<file path="config.mk">
export PLATFORM = sky130hd
export DESIGN_NAME = tpsg_front
export DESIGN_NICKNAME = d
export VERILOG_FILES = /design/src/hw/rtl/tpsg_pkg.sv /design/src/hw/rtl/tpsg_front.sv
export SDC_FILE = /design/constraint.sdc
export NUM_CORES = 1
export LEC_CHECK = 0
export BUFFER_PORTS_ARGS = -buffer_cell sky130_fd_sc_hd__buf_2
export CAP_MARGIN = 25
export CORE_MARGIN = 2
export CORE_UTILIZATION = 47
export DETAILED_ROUTE_END_ITERATION = 7
export GPL_ROUTABILITY_DRIVEN = 1
export PLACE_DENSITY = 0.73
export SYNTH_ARGS = -nofsm -noshare
export SYNTH_HDL_FRONTEND = slang
export SYNTH_SLANG_ARGS = --single-unit
</file>
<file path="constraint.sdc">
create_clock -name clk -period 2.75 [get_ports clk]
set_clock_uncertainty 0.05 [all_clocks]
set_input_delay 0.4125 -clock clk [delete_from_list [all_inputs] [get_ports clk]]
set_output_delay 0.4125 -clock clk [all_outputs]
set_load 0.02 [all_outputs]
</file>
<file path="src/hw/rtl/tpsg_pkg.sv">
// Shared types, constants and arithmetic helpers for the touch position filter.
// Used by tpsg_front, tpsg_back and the top level; no dependencies.
package tpsg_pkg;

	localparam int RAW_W   = 12;
	localparam int LEN_W   = 16;
	localparam int VAL_W   = 20;
	localparam int TAPS    = 15;
	localparam int ACC_W   = 34;
	localparam int QUO_W   = 32;
	localparam int LANES   = 4;
	localparam int AXES    = 2;
	localparam int CFG_IDX_W = 3;
	localparam int MAG_W   = 30;
	localparam int RCP_W   = 31;
	localparam int PROD_W  = MAG_W + RCP_W;

	// floor(n / 1105) and floor(n / 280) for n below 2^30 as (n * rcp) >> shift
	localparam logic [RCP_W-1:0] SMOOTH_RCP   = 31'd1990066295;
	localparam int               SMOOTH_SHIFT = 41;
	localparam logic [RCP_W-1:0] SLOPE_RCP    = 31'd1963413622;
	localparam int               SLOPE_SHIFT  = 39;

	localparam logic [CFG_IDX_W-1:0] REG_X_RAW_MAX   = 3'd0;
	localparam logic [CFG_IDX_W-1:0] REG_X_RAW_MIN   = 3'd1;
	localparam logic [CFG_IDX_W-1:0] REG_X_LENGTH_Q8 = 3'd2;
	localparam logic [CFG_IDX_W-1:0] REG_Y_RAW_MAX   = 3'd3;
	localparam logic [CFG_IDX_W-1:0] REG_Y_RAW_MIN   = 3'd4;
	localparam logic [CFG_IDX_W-1:0] REG_Y_LENGTH_Q8 = 3'd5;

	typedef struct packed {
		logic [RAW_W-1:0] raw_x;
		logic [RAW_W-1:0] raw_y;
		logic             touched;
	} req_t;

	typedef struct packed {
		logic [RAW_W-1:0] x_raw_max;
		logic [RAW_W-1:0] x_raw_min;
		logic [LEN_W-1:0] x_length_q8;
		logic [RAW_W-1:0] y_raw_max;
		logic [RAW_W-1:0] y_raw_min;
		logic [LEN_W-1:0] y_length_q8;
	} cfg_t;

	typedef struct packed {
		logic [RAW_W-1:0] rem;
		logic [QUO_W-1:0] quo;
	} div_lane_t;

	typedef enum logic [4:0] {
		S_IDLE = 5'b00001,
		S_POS  = 5'b00010,
		S_MAC  = 5'b00100,
		S_QUO  = 5'b01000,
		S_DONE = 5'b10000
	} state_t;

	function automatic div_lane_t div_step(div_lane_t l, logic [RAW_W-1:0] d);
		logic [RAW_W:0] t;
		logic           ge;
		div_lane_t      r;
		t = {l.rem, l.quo[QUO_W-1]};
		ge = (t >= {1'b0, d});
		r.rem = ge ? RAW_W'(t - {1'b0, d}) : t[RAW_W-1:0];
		r.quo = {l.quo[QUO_W-2:0], ge};
		return r;
	endfunction

	function automatic logic signed [VAL_W-1:0] sat_val(logic neg, logic [QUO_W-1:0] mag);
		logic signed [VAL_W-1:0] r;
		if (neg) begin
			if (mag > QUO_W'(524288)) r = -20'sd524288;
			else r = $signed(VAL_W'(0) - mag[VAL_W-1:0]);
		end else begin
			if (mag > QUO_W'(524287)) r = 20'sd524287;
			else r = $signed(mag[VAL_W-1:0]);
		end
		return r;
	endfunction

	function automatic logic signed [8:0] smooth_coef(logic [3:0] idx);
		logic signed [8:0] c;
		case (idx)
			4'd0, 4'd14: c = -9'sd78;
			4'd1, 4'd13: c = -9'sd13;
			4'd2, 4'd12: c = 9'sd42;
			4'd3, 4'd11: c = 9'sd87;
			4'd4, 4'd10: c = 9'sd122;
			4'd5, 4'd9:  c = 9'sd147;
			4'd6, 4'd8:  c = 9'sd162;
			4'd7:        c = 9'sd167;
			default:     c = 9'sd0;
		endcase
		return c;
	endfunction

	function automatic logic signed [8:0] slope_coef(logic [3:0] idx);
		return $signed({5'd0, idx}) - 9'sd7;
	endfunction

endpackage

</file>
<file path="src/hw/rtl/tpsg_front.sv">
// Front end: accepts raw touch requests into a two-entry queue.
// Depends on tpsg_pkg; feeds tpsg_back.
module tpsg_front (
	input  logic          clk,
	input  logic          arst_n,
	input  logic          in_valid,
	output logic          in_stall,
	input  tpsg_pkg::req_t in_req,
	output logic          q_valid,
	input  logic          q_ready,
	output tpsg_pkg::req_t q_req
);
	import tpsg_pkg::*;

	req_t       slot_q [2];
	logic       wr_ptr_q, rd_ptr_q;
	logic [1:0] count_q;
	logic       push, pop;

	assign in_stall = (count_q == 2'd2);
	assign q_valid  = (count_q != 2'd0);
	assign q_req    = slot_q[rd_ptr_q];
	assign push     = in_valid && !in_stall;
	assign pop      = q_valid && q_ready;

	always_ff @(posedge clk) begin
		if (push) slot_q[wr_ptr_q] <= in_req;
	end

	always_ff @(posedge clk or negedge arst_n) begin
		if (!arst_n) begin
			wr_ptr_q <= 1'b0;
			rd_ptr_q <= 1'b0;
			count_q  <= 2'd0;
		end else begin
			if (push) wr_ptr_q <= !wr_ptr_q;
			if (pop) rd_ptr_q <= !rd_ptr_q;
			count_q <= count_q + 2'(push) - 2'(pop);
		end
	end
endmodule

</file>
==> impl_metrics.prom <==
# TYPE chip_impl_metric gauge
chip_impl_info{name="status",value="finished clean"} 1
chip_impl_metric{name="combPwrFrac",unit="%"} 39.8
chip_impl_metric{name="drt_iter0_drc",unit=""} 59
chip_impl_metric{name="die_w",unit="um"} 70.70
chip_impl_metric{name="yosys.area_share.simple",unit="%"} 1.676
chip_impl_metric{name="dpl_worst_slack",unit="ns"} 0.9543
chip_impl_metric{name="worst_case_headroom_to_the_max_slew_limit",unit="%"} 66.96
chip_impl_metric{name="final_cell_area",unit="um2"} 2519
chip_impl_metric{name="antenna_cells_inserted",unit=""} 0
chip_impl_metric{name="post_route_cells_drive_above_1_share",unit="%"} 54.37
chip_impl_metric{name="detailedRoute.firstPassIterationCount",unit=""} 2
chip_impl_info{name="critical_path.endpoint",value="q_req[4]"} 1
chip_impl_metric{name="io-pin-count",unit=""} 56
chip_impl_info{name="grt_setup_unrepaired",value="no"} 1
chip_impl_info{name="kind_of_critical_path",value="reg2out"} 1
chip_impl_metric{name="power.density",unit="nW/um2"} 1048
chip_impl_metric{name="tns",unit="ns"} 0
chip_impl_metric{name="fraction_of_the_mapped_netlist_area_in_adder_cells",unit="%"} 1.197
chip_impl_metric{name="power.share.switching",unit="%"} 33.09
chip_impl_metric{name="grt_antenna_before_repair",unit=""} 0
chip_impl_metric{name="core.rowCount",unit=""} 24
chip_impl_metric{name="setup-violations-final",unit=""} 0
chip_impl_metric{name="synthDistinctLibCells",unit=""} 15
chip_impl_metric{name="core-area",unit="um2"} 4324
chip_impl_metric{name="cell_internal_pwr",unit="mW"} 1.766
chip_impl_metric{name="num_vias",unit=""} 1038
chip_impl_metric{name="synth-seq-area-share",unit="%"} 76.60
chip_impl_metric{name="post_synth_xor_area_fraction",unit="%"} 1.676
chip_impl_metric{name="period_needed",unit="ns"} 1.934
chip_impl_metric{name="clk-insertion-delay-late",unit="ns"} 0.29
chip_impl_metric{name="io_buffers",unit=""} 55
chip_impl_info{name="worstSetupStartpointType",value="register"} 1
chip_impl_metric{name="p_switching",unit="uW"} 873.2
chip_impl_metric{name="area.sequential",unit="um2"} 1602
chip_impl_metric{name="synth.avg_cell_area",unit="um2"} 21.78
chip_impl_metric{name="ir_worst_vdd",unit="mV"} 0.6590
chip_impl_metric{name="area.growth.synth_to_final",unit="%"} 20.47
chip_impl_metric{name="drc",unit=""} 0
chip_impl_metric{name="power",unit="mW"} 2.639
chip_impl_info{name="tritoncts",value="yes"} 1
chip_impl_metric{name="nFillCells",unit=""} 349
chip_impl_metric{name="route.antenna.remaining_nets",unit=""} 0
chip_impl_info{name="timing.rr.start",value="count_q[1]"} 1
chip_impl_metric{name="die_h",unit="um"} 70.70
chip_impl_metric{name="place.detailed.hpwl",unit="mm"} 2.311
chip_impl_metric{name="power_leakage",unit="nW"} 1.034
chip_impl_metric{name="power.clock.fraction",unit="%"} 15.1
chip_impl_metric{name="nets",unit=""} 191
chip_impl_info{name="regToRegEndpoint",value="count_q[1]"} 1
chip_impl_metric{name="post_synth_inst_count",unit=""} 96
chip_impl_metric{name="regToRegSetupSlack",unit="ns"} 0.95
chip_impl_metric{name="yosys.area.top_type_share",unit="%"} 71.81
chip_impl_metric{name="min_path_cells",unit=""} 1
chip_impl_metric{name="cts-htree-levels",unit=""} 2
chip_impl_metric{name="cap_viol_max_count",unit=""} 0
chip_impl_metric{name="drt-wirelength-per-cell",unit="um"} 14.86
chip_impl_metric{name="post_dp_cell_area",unit="um2"} 2430
chip_impl_metric{name="grt_pass1_vias",unit=""} 1140
chip_impl_metric{name="grtUsageTotal",unit="%"} 13.10
chip_impl_metric{name="grt_first_pass_wirelength",unit="mm"} 4.892
chip_impl_metric{name="post_synth_instance_area",unit="um2"} 2091
chip_impl_info{name="ys_top_cells_by_area",value="sky130_fd_sc_hd__edfxtp_1 72%, sky130_fd_sc_hd__mux2_4 14%, sky130_fd_sc_hd__dfrtp_1 4.8%"} 1
chip_impl_metric{name="synth_compound_gate_area_share",unit="%"} 0
chip_impl_metric{name="postSynthNetCount",unit=""} 127
chip_impl_metric{name="max-clock-path-buffers",unit=""} 2
chip_impl_metric{name="max_frequency",unit="MHz"} 517.1
chip_impl_metric{name="worst-path-max-fanout",unit=""} 18
chip_impl_metric{name="cts_post_setup_buffers_inserted",unit=""} 0
chip_impl_metric{name="grt.overflow.total",unit=""} 0
chip_impl_metric{name="initial_cell_density_of_the_core",unit="%"} 48.35
chip_impl_metric{name="drt-total-wl",unit="mm"} 3.150
chip_impl_metric{name="worstMarginPinSlew",unit="ns"} 0.4951
chip_impl_metric{name="cts.clk_slew.worst_paths",unit="ns"} 0.09
chip_impl_metric{name="final_hold_viol_count",unit=""} 0
chip_impl_info{name="holdCritPathClass",value="in2reg"} 1
chip_impl_metric{name="cp_data_arrival_time",unit="ns"} 1.47
chip_impl_info{name="endpoint_kind",value="primary output"} 1
chip_impl_info{name="cts_root_buffer",value="sky130_fd_sc_hd__clkbuf_8"} 1
chip_impl_info{name="dominant_combinational_cell_family_by_area_after_synthesis",value="multiplexers"} 1
chip_impl_metric{name="wp_data_required",unit="ns"} 2.29
chip_impl_metric{name="yosysWarningCount",unit=""} 0
chip_impl_metric{name="tritoncts_num_sinks",unit=""} 54
chip_impl_metric{name="cts_resized",unit=""} 0
chip_impl_info{name="launch_point_of_the_worst_path",value="rd_ptr_q"} 1
chip_impl_metric{name="die_area",unit="um2"} 4998
chip_impl_metric{name="ys_ff_latch",unit=""} 54
chip_impl_metric{name="fin_ws",unit="ns"} 0.8160
chip_impl_metric{name="synth.area.mux_share",unit="%"} 16.88
chip_impl_metric{name="finalMaxSlewViolations",unit=""} 0
chip_impl_metric{name="timing.reg2reg.worst_path_depth",unit=""} 7
chip_impl_metric{name="largest_net_degree_at_the_start_of_global_routing",unit=""} 26
chip_impl_metric{name="gp_congestion",unit=""} 0.7419
chip_impl_info{name="yosys.area.top_type",value="sky130_fd_sc_hd__edfxtp_1"} 1
chip_impl_metric{name="area_of_the_multi_input_gates",unit="um2"} 450.4
chip_impl_metric{name="cts_inserted_buffers",unit=""} 5
chip_impl_metric{name="period_share",unit="%"} 70.33
chip_impl_metric{name="routed_via_density",unit=""} 4.896
chip_impl_metric{name="seq_power_share",unit="%"} 45.1
-- cell usage after synthesis --
cell type                  number
sky130_fd_sc_hd__nand2b_1       1
sky130_fd_sc_hd__and2_4         1
sky130_fd_sc_hd__mux2_1         6
sky130_fd_sc_hd__dfrtp_1        4
sky130_fd_sc_hd__nor2_1         1
sky130_fd_sc_hd__or2_1          1
sky130_fd_sc_hd__buf_6          3
sky130_fd_sc_hd__and3_1         1
sky130_fd_sc_hd__edfxtp_1      50
sky130_fd_sc_hd__inv_1          2
sky130_fd_sc_hd__xor2_1         1
sky130_fd_sc_hd__mux2_4        19
sky130_fd_sc_hd__ha_1           2
sky130_fd_sc_hd__nand2_1        1
sky130_fd_sc_hd__xnor2_1        3
-- routing by layer --
metal / wire length, um / up-vias / track usage [%] / share of wire (%)
li1: - / 491 / - / -
met4: 42 / 0 / 5.660 / 1.3
met2: 1749 / 42 / 25.44 / 56
met1: 1132 / 499 / 12.46 / 36
met5: 0 / - / 0 / 0
met3: 225 / 6 / 3.989 / 7.1
-- power groups by stage --
stage	Clock, mW	Combinational, mW	Sequential, mW
detailed placement	0	1.07	1.21
finish	0.398	1.05	1.19
floorplan	0	0.807	1.19
global route	0.445	1.13	1.21
CTS	0.412	1.07	1.19
global placement	0	1.04	1.20
-- how the worst min path moves through the flow --
stage                from            end  slack, ns
6_report       in_req[22]  slot_q[0][22]       0.25
5_1_grt        in_req[18]  slot_q[0][18]       0.23
4_1_cts        in_req[22]  slot_q[0][22]       0.24
3_5_place_dp       arst_n     count_q[0]       0.17
3_3_place_gp       arst_n     count_q[0]       0.17
2_1_floorplan      arst_n     count_q[0]       0.07
-- timing repair --
item,CTS,global route
setup endpoints to repair,0,0
hold buffers,1,0
endpoints found under the hold margin,4,0
-- registers in the layout, summed over array words and instances (netlist names) --
| name | cells |
|---|---|
| slot_q | 50 |
| wr_ptr_q | 1 |
| count_q | 2 |
| rd_ptr_q | 1 |
-- worst max-delay path: stages (launching register included) --
cell and delay [ns]:
sky130_fd_sc_hd__dfrtp_1 0.35, sky130_fd_sc_hd__buf_4 0.30, sky130_fd_sc_hd__mux2_1 0.36, sky130_fd_sc_hd__buf_2 0.16
-- cell usage in the layout, fill, tap and decap left out --
master / n
sky130_fd_sc_hd__mux2_1: 6
sky130_fd_sc_hd__inv_1: 2
sky130_fd_sc_hd__clkbuf_8: 5
sky130_fd_sc_hd__xor2_1: 1
sky130_fd_sc_hd__buf_4: 4
sky130_fd_sc_hd__clkinv_2: 2
sky130_fd_sc_hd__or2_1: 1
sky130_fd_sc_hd__mux2_4: 19
sky130_fd_sc_hd__nand2_1: 1
sky130_fd_sc_hd__buf_2: 55
sky130_fd_sc_hd__dfrtp_1: 4
sky130_fd_sc_hd__nand2b_1: 1
sky130_fd_sc_hd__nor2_2: 1
sky130_fd_sc_hd__dlygate4sd3_1: 1
sky130_fd_sc_hd__and2_4: 1
sky130_fd_sc_hd__xnor2_1: 3
sky130_fd_sc_hd__edfxtp_1: 50
sky130_fd_sc_hd__and3_1: 1
sky130_fd_sc_hd__ha_1: 2
-- stage by stage --
step | std cells | hold WS, ns | utilization [%]
floorplan | 96 | 0.06691 | -
global placement | 204 | 0.1681 | 56.19
detailed placement | 204 | 0.1731 | 56.19
CTS | 212 | 0.2418 | 58.25
global route | 212 | 0.2349 | 58.25
finish | 212 | 0.2471 | 58.25
-- area by class of cell --
cell class                 instances  share of cell area [%]
clock buffer                       5                   2.732
clock inverter                     2                  0.3974
inverter                           2                  0.2981
multi-input combinational         37                   17.88
sequential                        54                   63.59
tap                               52                   2.583
timing repair buffer              60                   12.52
-- logic make-up (layout without fill, tap and decap cells) --
group / Yosys count / after routing
and+or+nand+nor: 6 / 6
muxes: 25 / 25
buffers and inverters: 5 / 69
adders and majority gates: 2 / 2
DFF: 54 / 54
xor gates and xnor gates: 4 / 4
(Power assumes the default switching activity.)
